$ cat config.mk
export PLATFORM = sky130hd
export DESIGN_NAME = psft_ctrl
export DESIGN_NICKNAME = d
export VERILOG_FILES = /design/src/psft_pkg.sv /design/src/psft_ctrl.sv
export SDC_FILE = /design/constraint.sdc
export NUM_CORES = 1
export LEC_CHECK = 0
export ABC_CLOCK_PERIOD_IN_PS = 16200
export BUFFER_PORTS_ARGS = -buffer_cell sky130_fd_sc_hd__buf_2
export CAP_MARGIN = 20
export CORE_ASPECT_RATIO = 0.75
export CORE_MARGIN = 2
export CORE_UTILIZATION = 55
export DETAILED_ROUTE_END_ITERATION = 7
export PLACE_DENSITY_LB_ADDON = 0.25
export SETUP_SLACK_MARGIN = 0.02
export SYNTH_ARGS = -nofsm -noshare
export SYNTH_HDL_FRONTEND = slang
export SYNTH_SLANG_ARGS = --single-unit
$ cat constraint.sdc
create_clock -name i_clk -period 16.2 [get_ports i_clk]
set_input_delay 3.24 -clock i_clk [delete_from_list [all_inputs] [get_ports i_clk]]
set_output_delay 3.24 -clock i_clk [all_outputs]
set_load 0.1 [all_outputs]
$ cat src/psft_pkg.sv
// ----------------------------------------------------------------------------
// psft_pkg
// Shared types and constants for the smallest-prime-factor sieve table.
// ----------------------------------------------------------------------------
`default_nettype none

package psft_pkg;

    // Table geometry
    localparam int TABLE_ENTRIES = 65536;
    localparam int ADDR_W        = $clog2(TABLE_ENTRIES);
    localparam int SQ_W          = 2 * ADDR_W;

    // Field widths fixed by the interface
    localparam int NUM_W    = 16;
    localparam int LIMIT_W  = 16;
    localparam int FACTOR_W = 16;

    localparam logic [LIMIT_W-1:0] LIMIT_RESET = 16'hFFFF;

    typedef enum logic {
        OP_BUILD = 1'b0,
        OP_QUERY = 1'b1
    } t_op;

    typedef enum logic [1:0] {
        ST_OK      = 2'd0,
        ST_RANGE   = 2'd1,
        ST_NOBUILD = 2'd2
    } t_status;

    typedef enum logic [2:0] {
        S_IDLE,
        S_QRD,
        S_INIT,
        S_SQ,
        S_RDI,
        S_CHKI,
        S_MARK
    } t_state;

    // Request bundle from the sequencer to the table memory
    typedef struct packed {
        logic              we;
        logic [ADDR_W-1:0] waddr;
        logic [ADDR_W-1:0] wdata;
        logic              re;
        logic [ADDR_W-1:0] raddr;
    } t_mem_req;

    // Clip the configured limit to the last table entry
    function automatic logic [ADDR_W-1:0] cap_limit(input logic [LIMIT_W-1:0] v);
        logic [31:0] v32;
        v32 = 32'(v);
        if (v32 > 32'(TABLE_ENTRIES - 1)) begin
            return ADDR_W'(TABLE_ENTRIES - 1);
        end
        return ADDR_W'(v32);
    endfunction

endpackage

`default_nettype wire

$ cat src/psft_ctrl.sv
// ----------------------------------------------------------------------------
// psft_ctrl
// Sequencer: fills and sieves the factor table on a build word, looks up one
// entry on a query word, and holds the result word in an output register.
// ----------------------------------------------------------------------------
`default_nettype none

module psft_ctrl (
    input  wire logic                             i_clk,
    input  wire logic                             i_rst_n,
    // input word
    input  wire logic                             i_in_valid,
    output logic                                  o_in_ready,
    input  wire logic                             i_op,
    input  wire logic [psft_pkg::NUM_W-1:0]       i_num,
    // current configured limit
    input  wire logic [psft_pkg::LIMIT_W-1:0]     i_sieve_limit,
    // result word
    output logic                                  o_out_valid,
    input  wire logic                             i_out_ready,
    output psft_pkg::t_status                     o_status,
    output logic                                  o_is_prime,
    output logic      [psft_pkg::FACTOR_W-1:0]    o_factor,
    // table memory
    output psft_pkg::t_mem_req                    o_mem,
    input  wire logic [psft_pkg::ADDR_W-1:0]      i_rdata
);

    localparam int AW = psft_pkg::ADDR_W;
    localparam int SW = psft_pkg::SQ_W;

    psft_pkg::t_state  r_state, n_state;
    logic [AW-1:0]     r_lim, n_lim;
    logic [AW-1:0]     r_a, n_a;
    logic [AW-1:0]     r_i, n_i;
    logic [SW-1:0]     r_sq, n_sq;
    logic [AW:0]       r_j, n_j;
    logic [AW-1:0]     r_pj, n_pj;
    logic              r_pend, n_pend;
    logic [psft_pkg::NUM_W-1:0] r_num, n_num;
    logic              r_built, n_built;
    logic [AW-1:0]     r_blim, n_blim;
    logic              r_out_valid, n_out_valid;
    psft_pkg::t_status r_out_status, n_out_status;
    logic              r_out_prime, n_out_prime;
    logic [psft_pkg::FACTOR_W-1:0] r_out_factor, n_out_factor;
    logic              w_slot_free;
    logic              w_accept;

    assign w_slot_free = !r_out_valid || i_out_ready;
    assign o_in_ready  = (r_state == psft_pkg::S_IDLE) && w_slot_free;
    assign w_accept    = i_in_valid && o_in_ready;

    assign o_out_valid = r_out_valid;
    assign o_status    = r_out_status;
    assign o_is_prime  = r_out_prime;
    assign o_factor    = r_out_factor;

    // Control state
    always_ff @(posedge i_clk) begin
        if (!i_rst_n) begin
            r_state     <= psft_pkg::S_IDLE;
            r_pend      <= 1'b0;
            r_built     <= 1'b0;
            r_blim      <= '0;
            r_out_valid <= 1'b0;
        end else begin
            r_state     <= n_state;
            r_pend      <= n_pend;
            r_built     <= n_built;
            r_blim      <= n_blim;
            r_out_valid <= n_out_valid;
        end
    end

    // Datapath registers
    always_ff @(posedge i_clk) begin
        r_lim        <= n_lim;
        r_a          <= n_a;
        r_i          <= n_i;
        r_sq         <= n_sq;
        r_j          <= n_j;
        r_pj         <= n_pj;
        r_num        <= n_num;
        r_out_status <= n_out_status;
        r_out_prime  <= n_out_prime;
        r_out_factor <= n_out_factor;
    end

    // Next state, memory requests, result word
    always_comb begin
        n_state      = r_state;
        n_lim        = r_lim;
        n_a          = r_a;
        n_i          = r_i;
        n_sq         = r_sq;
        n_j          = r_j;
        n_pj         = r_pj;
        n_pend       = r_pend;
        n_num        = r_num;
        n_built      = r_built;
        n_blim       = r_blim;
        n_out_valid  = r_out_valid;
        n_out_status = r_out_status;
        n_out_prime  = r_out_prime;
        n_out_factor = r_out_factor;
        o_mem        = '0;

        // drop the result word once taken
        if (r_out_valid && i_out_ready) begin
            n_out_valid = 1'b0;
        end

        case (r_state)
            psft_pkg::S_IDLE: begin
                if (w_accept) begin
                    case (psft_pkg::t_op'(i_op))
                        psft_pkg::OP_BUILD: begin
                            n_lim   = psft_pkg::cap_limit(i_sieve_limit);
                            n_a     = '0;
                            n_state = psft_pkg::S_INIT;
                        end
                        psft_pkg::OP_QUERY: begin
                            if (!r_built) begin
                                n_out_valid  = 1'b1;
                                n_out_status = psft_pkg::ST_NOBUILD;
                                n_out_prime  = 1'b0;
                                n_out_factor = '0;
                            end else if (32'(i_num) > 32'(r_blim)) begin
                                n_out_valid  = 1'b1;
                                n_out_status = psft_pkg::ST_RANGE;
                                n_out_prime  = 1'b0;
                                n_out_factor = '0;
                            end else begin
                                o_mem.re    = 1'b1;
                                o_mem.raddr = AW'(i_num);
                                n_num       = i_num;
                                n_state     = psft_pkg::S_QRD;
                            end
                        end
                        default: begin
                            n_state = psft_pkg::S_IDLE;
                        end
                    endcase
                end
            end

            // entry arrives; form the query result
            psft_pkg::S_QRD: begin
                n_out_valid  = 1'b1;
                n_out_status = psft_pkg::ST_OK;
                n_out_factor = psft_pkg::FACTOR_W'(i_rdata);
                n_out_prime  = (r_num >= psft_pkg::NUM_W'(2))
                               && (32'(i_rdata) == 32'(r_num));
                n_state      = psft_pkg::S_IDLE;
            end

            // write each entry with its own index
            psft_pkg::S_INIT: begin
                o_mem.we    = 1'b1;
                o_mem.waddr = r_a;
                o_mem.wdata = r_a;
                if (r_a == r_lim) begin
                    n_i     = AW'(2);
                    n_state = psft_pkg::S_SQ;
                end else begin
                    n_a = r_a + 1'b1;
                end
            end

            // square the candidate
            psft_pkg::S_SQ: begin
                n_sq    = SW'(r_i) * SW'(r_i);
                n_state = psft_pkg::S_RDI;
            end

            // stop once i*i passes the limit, else fetch entry i
            psft_pkg::S_RDI: begin
                if (r_sq > SW'(r_lim)) begin
                    n_built      = 1'b1;
                    n_blim       = r_lim;
                    n_out_valid  = 1'b1;
                    n_out_status = psft_pkg::ST_OK;
                    n_out_prime  = 1'b0;
                    n_out_factor = '0;
                    n_state      = psft_pkg::S_IDLE;
                end else begin
                    o_mem.re    = 1'b1;
                    o_mem.raddr = r_i;
                    n_state     = psft_pkg::S_CHKI;
                end
            end

            // still its own factor: mark multiples from i*i
            psft_pkg::S_CHKI: begin
                if (i_rdata == r_i) begin
                    n_j     = (AW+1)'(r_sq[AW-1:0]);
                    n_pend  = 1'b0;
                    n_state = psft_pkg::S_MARK;
                end else begin
                    n_i     = r_i + 1'b1;
                    n_state = psft_pkg::S_SQ;
                end
            end

            // read j, write back min(entry, i) in the following cycle
            psft_pkg::S_MARK: begin
                if (r_pend) begin
                    o_mem.we    = 1'b1;
                    o_mem.waddr = r_pj;
                    o_mem.wdata = (i_rdata > r_i) ? r_i : i_rdata;
                end
                if (r_j <= {1'b0, r_lim}) begin
                    o_mem.re    = 1'b1;
                    o_mem.raddr = r_j[AW-1:0];
                    n_pj        = r_j[AW-1:0];
                    n_pend      = 1'b1;
                    n_j         = r_j + (AW+1)'(r_i);
                end else begin
                    n_pend  = 1'b0;
                    n_i     = r_i + 1'b1;
                    n_state = psft_pkg::S_SQ;
                end
            end

            default: begin
                n_state = psft_pkg::S_IDLE;
            end
        endcase
    end

`ifndef ASSERT_OFF
    // No table write lands past the limit of the build in progress
    a_write_in_range: assert property (@(posedge i_clk) disable iff (!i_rst_n)
        o_mem.we |-> o_mem.waddr <= r_lim)
        else $error("table write beyond build limit");

    // Fill pass writes the identity
    a_init_identity: assert property (@(posedge i_clk) disable iff (!i_rst_n)
        (r_state == psft_pkg::S_INIT) |-> (o_mem.we && o_mem.wdata == o_mem.waddr))
        else $error("fill pass wrote a non-identity entry");

    // Marking never touches entries below i*i
    a_mark_from_square: assert property (@(posedge i_clk) disable iff (!i_rst_n)
        (r_state == psft_pkg::S_MARK && r_pend) |-> (SW'(r_pj) >= r_sq))
        else $error("marked entry below square of factor");

    // Result slot is empty while a query read is in flight
    a_slot_free_on_read: assert property (@(posedge i_clk) disable iff (!i_rst_n)
        (r_state == psft_pkg::S_QRD) |-> !r_out_valid)
        else $error("query result would overwrite pending word");

    // Completing a build posts a done word
    a_build_done_word: assert property (@(posedge i_clk) disable iff (!i_rst_n)
        $rose(r_built) |-> (r_out_valid && r_out_status == psft_pkg::ST_OK))
        else $error("build finished without result word");
`endif

endmodule

`default_nettype wire
# Yosys cells after proc, flatten, opt, wreduce, memory -nomap -nowiden
# Cells that the tools add are included.
# totals
regBits	170
output_inout_bits	71
in_bits	53
# classes
order_cmp	5
eq_ne	22
multipliers	1
n_mux	58
n_addsub	3
bitwise_logic	2
n_reduce_logical	21
# ops
cell	count
two-way mux 16 bit	12
two-way mux 17 bit	8
one-hot mux 16 bit (3 select lines)	2
one-hot mux 33 bit (2 select lines)	1
one-hot mux 17 bit (3 select lines)	1
== test 16 bit	3
one-hot mux 17 bit (2 select lines)	1
two-way mux 33 bit	1
adder 16 x 1 -> 16 bit, second input constant	2
greater-than comparator 16 bit	2
greater-than comparator 32 x 16 -> 1 bit	1
multiplier 16 x 16 -> 32 bit	1
one-hot mux 16 bit (2 select lines)	1
two-way mux 3 bit	7
!= test 2 bit, second input constant	10
one-hot mux 3 bit (6 select lines)	1
adder 17 x 16 -> 17 bit	1
<= comparator 17 x 16 -> 1 bit	1
greater-or-equal comparator 16 x 2 -> 1 bit, second input constant	1
AND reduction 5 bit	3
two-way mux 1 bit	13
two-way mux 2 bit	5
== test 3 bit, second input constant	3
AND reduction 4 bit	2
17 further kinds	29

# Longest topological paths before layout
# Gate-level depths: netlist (run 1).
# logic_depth
depth_word	7
mapped_depth	24
ltp_nobuf	22

# Least setup slack after synthesis (run 1)
# OpenSTA, ideal clock, no wires.
# synth_timing
path_kind	input to output
startpoint	in i_rdata[9] (netlist bit)
endpoint	out o_mem[23] (netlist bit)
slack_ns	6.841
path_stages	10
n_path_buf	2
t_arrival_ns	6.119
cell_sequence	ha_1 a21o_1 a21o_1 a211oi_1 o21ai_0 o211ai_1 and2_1 clkbuf_1 buf_2 o211ai_1
# synth_rtl
item	line_no	text
from (decl)	psft_ctrl.sv:26	input wire logic [psft_pkg::ADDR_W-1:0] i_rdata
to (decl)	psft_ctrl.sv:25	output psft_pkg::t_mem_req o_mem,

==> results of run 1 <==
report_power, final:
| group | internal, uW | total, uW | switching (uW) |
|---|---|---|---|
| registers | 576 | 600 | 23.8 |
| logic | 776 | 1870 | 1090 |
| clock network | 237 | 443 | 207 |
| total | 1590 | 2910 | 1320 |
worst register-to-register path: cells and delay by family (launching register included):
kind / cells / cell delay (ns)
adder cells (fa/ha/maj): 7 / 3.17
AO/OA/AOI/OAI: 4 / 1.67
buffers and inverters: 5 / 1.06
AND/OR/NAND/NOR: 2 / 0.81
flip-flops: 1 / 0.80
multiplexers: 1 / 0.24
layout by cell type, fill, tap and decap left out, types with 54 or more instances in the layout:
| cell type | Yosys | layout |
|---|---|---|
| a21oi_1 | 85 | 85 |
| buf_2 | 7 | 123 |
| edfxtp_1 | 147 | 147 |
| fa_1 | 165 | 165 |
| ha_1 | 184 | 184 |
| inv_1 | 302 | 302 |
| nand2_1 | 178 | 178 |
| nand3_1 | 54 | 54 |
| nor2_1 | 132 | 131 |
| o21ai_0 | 80 | 79 |
| xor2_1 | 57 | 57 |
path summary, 6_finish.rpt:
kind,from,endpoint
max,i_rdata[1],o_mem[17]
min,r_blim[9],r_blim[9]
max reg2reg,r_i[12],r_sq[25]
min reg2reg,r_blim[9],r_blim[9]
layout make-up:
type                            instances  area, sq um  share of cell area, %
Multi-Input combinational cell       1302        11070                  58.04
Sequential cell                       169         4855                  25.44
Inverter                              313         1175                  6.158
Timing Repair Buffer                  152        837.1                  4.387
Tap cell                              406        508.0                  2.662
Clock buffer                           17        425.4                  2.230
Clock inverter                         15        206.4                  1.082
per-stage QoR:
stage / hold slack, ns / instances
global route: 0.4888 / 2374
finish: 0.4625 / 2374
global placement: 0.4453 / 2338
floorplan: 0.4360 / 1859
CTS: 0.4641 / 2373
detailed placement: 0.4527 / 2341
layer usage:
layer | part of all wire [%] | vias to the layer above | track usage, %
met3 | 12 | 108 | 8.748
li1 | - | 6475 | -
met2 | 43 | 754 | 47.98
met5 | 0 | - | 0
met4 | 2.6 | 0 | 10.03
met1 | 42 | 6811 | 44.97
cell usage after synthesis (all sizes together) (3+ instances only):
| cell | number | area, sq um |
|---|---|---|
| xor2 | 57 | 499.2 |
| a221o | 16 | 160.2 |
| nor4 | 17 | 112.6 |
| inv | 303 | 1137 |
| and2 | 8 | 50.05 |
| nor3b | 4 | 30.03 |
| and3 | 31 | 198.9 |
| xnor2 | 41 | 359.1 |
| clkinv | 10 | 37.54 |
| nor2b | 15 | 93.84 |
| nand4 | 31 | 193.9 |
| dfxtp | 22 | 440.4 |
| or2 | 5 | 33.78 |
| a21boi | 3 | 22.52 |
| nand4b | 3 | 26.28 |
| mux2i | 3 | 30.03 |
| nand2 | 179 | 674.4 |
| a211o | 3 | 26.28 |
| o31ai | 3 | 22.52 |
| o21bai | 3 | 22.52 |
| buf | 15 | 76.32 |
| a21o | 23 | 172.7 |
| a211oi | 13 | 97.59 |
| nor3 | 29 | 145.1 |
| o22ai | 5 | 31.28 |
| or3 | 11 | 68.82 |
| a311o | 3 | 30.03 |
| nor2 | 133 | 501.7 |
| fa | 165 | 3303 |
| or4 | 5 | 41.29 |
| a21oi | 86 | 434.2 |
| ha | 184 | 2302 |
| a22o | 15 | 131.4 |
| o211ai | 23 | 172.7 |
| nand2b | 7 | 43.79 |
| nand3 | 54 | 270.3 |
| o21a | 12 | 90.09 |
| o21ai | 84 | 424.2 |
| clkbuf | 60 | 225.2 |
| edfxtp | 147 | 4414 |
| a31oi | 5 | 31.28 |
flip-flops by register name, summed over array words and instances, names as in the netlist:
register     flops
r_i             16
r_sq            31
o_status         2
r_pend           1
r_a             16
r_built          1
r_blim          16
o_out_valid      1
r_num           16
r_pj            16
r_lim           16
r_state          3
o_factor        16
o_is_prime       1
r_j             17
logic make-up (layout without fill, tap and decap cells):
logic type	count (synthesis)	count (layout)
AO/OA/AOI/OAI	311	311
XOR/XNOR	98	98
adder cells (fa/ha/maj)	349	349
buffers and inverters	388	497
flip-flops	169	169
multiplexers	4	4
AND/OR/NAND/NOR	540	540
==> results by group, run 1 <==
Power
  – P_leak: 0.008848 uW
  – Worst IR Drop VDD: 283.2 uV
  – Pwr/cell area: 152.5 mW/mm^2
  – Final Total Pwr: 2909 uW

Critical path
  – Critical Path End Type: primary output
  – Crit-path leading delay family: compound AO/OA/AOI/OAI gates
  – Crit-path max FO: 16
  – Reg2Reg Depth: 19
  – Stages on the worst setup path: 11
  – R2r setup slk: 8.21 ns
  – Setup CP Type: in2out
  – Worst Path Required: 12.96 ns
  – Critical Path AT: 5.97 ns
  – CP max stage delay: 0.49 ns
  – CP bufs+invs: 3
  – CP Launch Type: input pin
  – Master of the slowest instance on the critical path: and2_1
  – Critical Path, Cell by Cell: buf_2 -> ha_1 -> nor2b_1 -> o21a_1 -> o21ai_0 -> a21oi_1 -> a21oi_1 -> buf_4 -> and2_1 -> a311o_1 -> buf_2

Synthesis
  – Post-Synth Simple-Gate Area: 14.69%
  – Post-Synthesis Cells: 1859
  – Number of synthesized flops with an enable pin: 147
  – Post-synthesis sequential area ratio: 27.92%
  – Netlist Area Pre-Place: 0.01739 sq mm
  – Yosys warning total: 0
  – Asr flop ratio synth: 0%
  – Synth Area in Compound Gates: 11.50%
  – Synth Area in Adders: 32.23%
  – Cell variety after synth: 73
  – Syn_nets: 2261
  – Xor and xnor area share after synthesis: 4.936%
  – Post-synth top flop: edfxtp_1
  – Main combinational cell family by area after synthesis: adder cells
  – Post-synthesis mux area share: 0.2374%
  – Number of synthesized register bits: 169
  – Avg Cell Area, Syn: 9.355 sq um

Clock network
  – Clock transition at path regs: 0.07 ns
  – Root Driver: clkbuf_16
  – CTS Buf Count: 17
  – Sink Count: 169
  – Post-cts resize count: 0
  – # Post-CTS Setup Buffers: 0
  – Worst-skew pair later-pin latency: 0.47 ns
  – CTS max path bufs: 2
  – TritonCTS clock tree: built
  – CTS Hold Bufs: 0
  – H-tree levels: 4

Timing
  – Setup Viol. Count Final: 0
  – RSZ-0062 raised after global routing: false
  – Final setup margin: 6.989 ns
  – Pins Over Slew Limit: 0
  – Final Hold Viols: 0
  – Worst clock skew: 0.01703 ns
  – Final worst-path cycle share: 56.86%
  – Fin crit period: 9.211 ns
  – Max Fclk: 108.6 MHz
  – Worst slew pin tran: 1.013 ns
  – TNS Setup: 0 ns
  – Slew margin rel.: 32.31%

Route
  – DRC: 0
  – Initial DRC Count: 1372
  – Initial DRT Pass Iterations: 7
  – DR vias/cell: 5.960
  – Post-route ant nets: 0
  – Post-DR wirelength/cell: 21.30 microns
  – Drt total wl: 50560 microns
  – Vias: 14150

Global route
  – Global-route wire length before repair: 79500 microns
  – GR Util All Layers: 31.90%
  – Largest net degree at the start of global routing: 39
  – Initial antenna violation count: 0
  – Total grt overflow: 0
  – Vias in the first global route: 14190

Placed design
  – DP Worst Slack: 6.544 ns
  – IO buf count: 123
  – Cell Area, Placed: 0.01844 sq mm
  – Dpl hpwl: 39910 microns
  – Global placement routability congestion: 1.002

Floorplan
  – Cell row count: 56
  – Die width: 209.3 microns
  – Core area: 0.03118 sq mm
  – Total die area: 0.03307 sq mm
  – Initial Utilization: 55.77%
  – # IOs: 124
  – Die H: 158.0 microns

Cells and area
  – Final Net Count: 2357
  – ANT cells: 0
  – Util after Layout: 61.19%
  – Area growth syn-to-layout: 9.713%
  – Ratio of cells with drive above 1 in the final layout: 10.32%
  – Fillers: 2654
  – Fin area: 0.01908 sq mm

Run status
  – Status: finished clean

Worst hold path
  – Hold depth: 2
  – Hold crit path type: reg2reg

Flow run
  – Max Cap Violations: 0
No activity file was read; power rests on OpenSTA's default activity.
==> inputs of run 2 (changes only) <==
ABC_CLOCK_PERIOD_IN_PS = 8000   (was 16200)
clock period = 8 ns   (was 16.2 ns; I/O delays follow)
==> run 2 against run 1 <==
Effect of this change:
- via count increased by 1.9%
- total power increased by 100%
- worst hold slack improved by 0.0017 ns
- combinational power increased by 100%
- highest routed layer unchanged
- core utilization decreased by 0.084 points
- critical path type is now reg2reg
- sequential share of layout area about the same
- clock skew decreased by 0.0013 ns
==> results by group, run 2 (synthesis results as in run 1) <==
Flow run
  – Max Cap Violations: 0 (unchanged)

Timing
  – RSZ-0062 raised after global routing: false (unchanged)
  – Final setup margin: 0.7096 ns (was 6.989 ns)
  – Slew margin rel.: 26.21% (was 32.31%)
  – Pins Over Slew Limit: 0 (unchanged)
  – Setup Viol. Count Final: 0 (unchanged)
  – Final Hold Slack: 0.4642 ns (was 0.4625 ns)
  – Final Hold Viols: 0 (unchanged)
  – Worst clock skew: 0.01570 ns (was 0.01703 ns)
  – TNS Setup: 0 ns (unchanged)
  – Worst slew pin tran: 1.103 ns (was 1.013 ns)
  – Max Fclk: 137.2 MHz
  – Fin crit period: 7.290 ns
  – Final worst-path cycle share: 91.13%

Cells and area
  – Top flop regs: r_sq x31, r_j x17 (unchanged)
  – Register name with the most flops: r_sq (unchanged)
  – ANT cells: 0 (unchanged)
  – Max FFs per register: 31 (unchanged)
  – Most frequent cells in the layout: inv_1, ha_1, nand2_1 (unchanged)
  – Ratio of cells with drive above 1 in the final layout: 10.45% (was 10.32%)
  – Util after Layout: 61.11% (was 61.19%)
  – Most common library cell in the layout ignoring fill and taps: inv_1 (unchanged)
  – Final Net Count: 2361 (was 2357)
  – Fin area: 0.01905 sq mm (was 0.01908 sq mm)
  – Area growth syn-to-layout: 9.562% (was 9.713%)

Route
  – DRC: 0 (unchanged)
  – WL met1: 21890 microns (was 21450 microns)
  – Max layer used: met4 (unchanged)
  – DR vias/cell: 6.063 (was 5.960)
  – Initial DRT Pass Iterations: 8 (was 7)
  – Vias: 14420 (was 14150)
  – Drt total wl: 51390 microns (was 50560 microns)
  – DR WL met3: 6738 microns (was 6275 microns)
  – Post-route ant nets: 0 (unchanged)
  – Metal2 WL: 21300 microns (was 21530 microns)
  – Post-DR wirelength/cell: 21.61 microns (was 21.30 microns)
  – Initial DRC Count: 1591 (was 1372)

Clock network
  – CTS max path bufs: 2 (unchanged)
  – CTS Hold Bufs: 0 (unchanged)
  – Post-cts resize count: 0 (unchanged)
  – Sink Count: 169 (unchanged)
  – H-tree levels: 4 (unchanged)
  – TritonCTS clock tree: built (unchanged)
  – CTS Buf Count: 17 (unchanged)
  – Clock transition at path regs: 0.08 ns (was 0.07 ns)
  – # Post-CTS Setup Buffers: 0 (unchanged)
  – Worst-skew pair later-pin latency: 0.46 ns (was 0.47 ns)
  – Root Driver: clkbuf_16 (unchanged)

Critical path
  – Critical Path End Type: flip-flop (was primary output)
  – Crit-path max FO: 16 (unchanged)
  – Master of the slowest instance on the critical path: edfxtp_1 (was and2_1)
  – Worst R2R Start: r_i[7] (was r_i[12])
  – Critical Path AT: 7.49 ns (was 5.97 ns)
  – Setup CP Type: reg2reg (was in2out)
  – FF-to-FF End: r_sq[25] (unchanged)
  – CP Launch Type: flip-flop (was input pin)
  – R2r setup slk: 0.71 ns (was 8.21 ns)
  – Top cell by count, worst path: fa_1
  – Worst Path Required: 8.20 ns (was 12.96 ns)
  – Reg2Reg Depth: 19 (unchanged)
  – CP max stage delay: 0.78 ns (was 0.49 ns)
  – Critical Path, Cell by Cell: clkinv_1 -> fa_1 -> inv_1 -> fa_1 -> inv_1 -> fa_1 -> inv_1 -> fa_1 -> fa_1 -> inv_1 -> fa_1 -> inv_1 -> ha_1 -> or3_1 -> a211oi_1 -> o21ai_0 -> o31ai_1 -> mux2i_1 -> o211ai_1 (was buf_2 -> ha_1 -> nor2b_1 -> o21a_1 -> o21ai_0 -> a21oi_1 -> a21oi_1 -> buf_4 -> and2_1 -> a311o_1 -> buf_2)

Floorplan
  – Total die area: 0.03307 sq mm (unchanged)
  – Initial Utilization: 55.77% (unchanged)
  – Die width: 209.3 microns (unchanged)
  – # IOs: 124 (unchanged)
  – Cell row count: 56 (unchanged)
  – Core area: 0.03118 sq mm (unchanged)
  – Die H: 158.0 microns (unchanged)

Power
  – Pwr/cell area: 307.6 mW/mm^2 (was 152.5 mW/mm^2)
  – Worst IR Drop VDD: 405.8 uV (was 283.2 uV)
  – P_leak: 0.008849 uW (was 0.008848 uW)

Placed design
  – Global placement routability congestion: 1.002 (about the same)
  – IO buf count: 123 (unchanged)
  – Cell Area, Placed: 0.01847 sq mm (was 0.01844 sq mm)
  – Dpl hpwl: 40300 microns (was 39910 microns)
  – DP Worst Slack: 0.8143 ns (was 6.544 ns)

Global route
  – Initial antenna violation count: 0 (unchanged)
  – Largest net degree at the start of global routing: 39 (unchanged)
  – GR Util All Layers: 32.12% (was 31.90%)
  – Vias in the first global route: 14040 (was 14190)
  – Global-route wire length before repair: 79700 microns (was 79500 microns)
  – Total grt overflow: 0 (unchanged)

Worst hold path
  – Hold path endpoint: r_blim[11] (was r_blim[9])
  – Hold depth: 2 (unchanged)
  – Hold Startpoint: r_blim[11] (was r_blim[9])
  – Hold crit path type: reg2reg (unchanged)

Run status
  – Status: finished clean (unchanged)
run 2: report_power, final:
part	switching [uW]	internal [uW]	leakage [uW]
clock network	421	416	0.000283
logic	2240	1570	0.00703
registers	50.2	1170	0.00153
total	2710	3150	0.00885
run 2: worst max path at each step:
stage                      start  endpoint  slack (ns)
after floorplan           r_i[6]  r_sq[28]        1.67
after global placement    r_i[7]  r_sq[25]        1.03
after detailed placement  r_i[7]  r_sq[25]        0.81
after CTS                 r_i[7]  r_sq[25]        0.84
after global routing      r_i[7]  r_sq[25]        0.46
final                     r_i[7]  r_sq[25]        0.71
run 2: worst max-delay path, delay by kind of cell (launching register included):
family          cells  cell delay, ns
fa+ha+maj           7            3.46
simple gates        1            0.36
compound gates      4            1.37
mux                 1            0.24
flops               1            0.78
buf+inv             6            0.83
run 2: through the flow:
stage               power (uW)  std cells
finish                    5862       2378
detailed placement        4981       2345
global placement          4897       2344
global route              6416       2378
floorplan                 4127       1859
CTS                       5850       2377
run 2: per-layer routing:
metal | vias to the layer above | GRT usage, %
li1 | 6492 | -
met1 | 6910 | 46.18
met2 | 896 | 46.94
met3 | 120 | 9.264
met4 | 0 | 9.898
met5 | - | 0
run 2: area by class of cell:
| type | count | area, sq um |
|---|---|---|
| fill | 2612 | 12130 |
| tap | 406 | 508.0 |
| multi-input combinational | 1302 | 11070 |
| inverter | 313 | 1175 |
| clock buffer | 18 | 429.2 |
| timing repair buffer | 156 | 867.1 |
| sequential | 169 | 4855 |
| clock inverter | 14 | 146.4 |
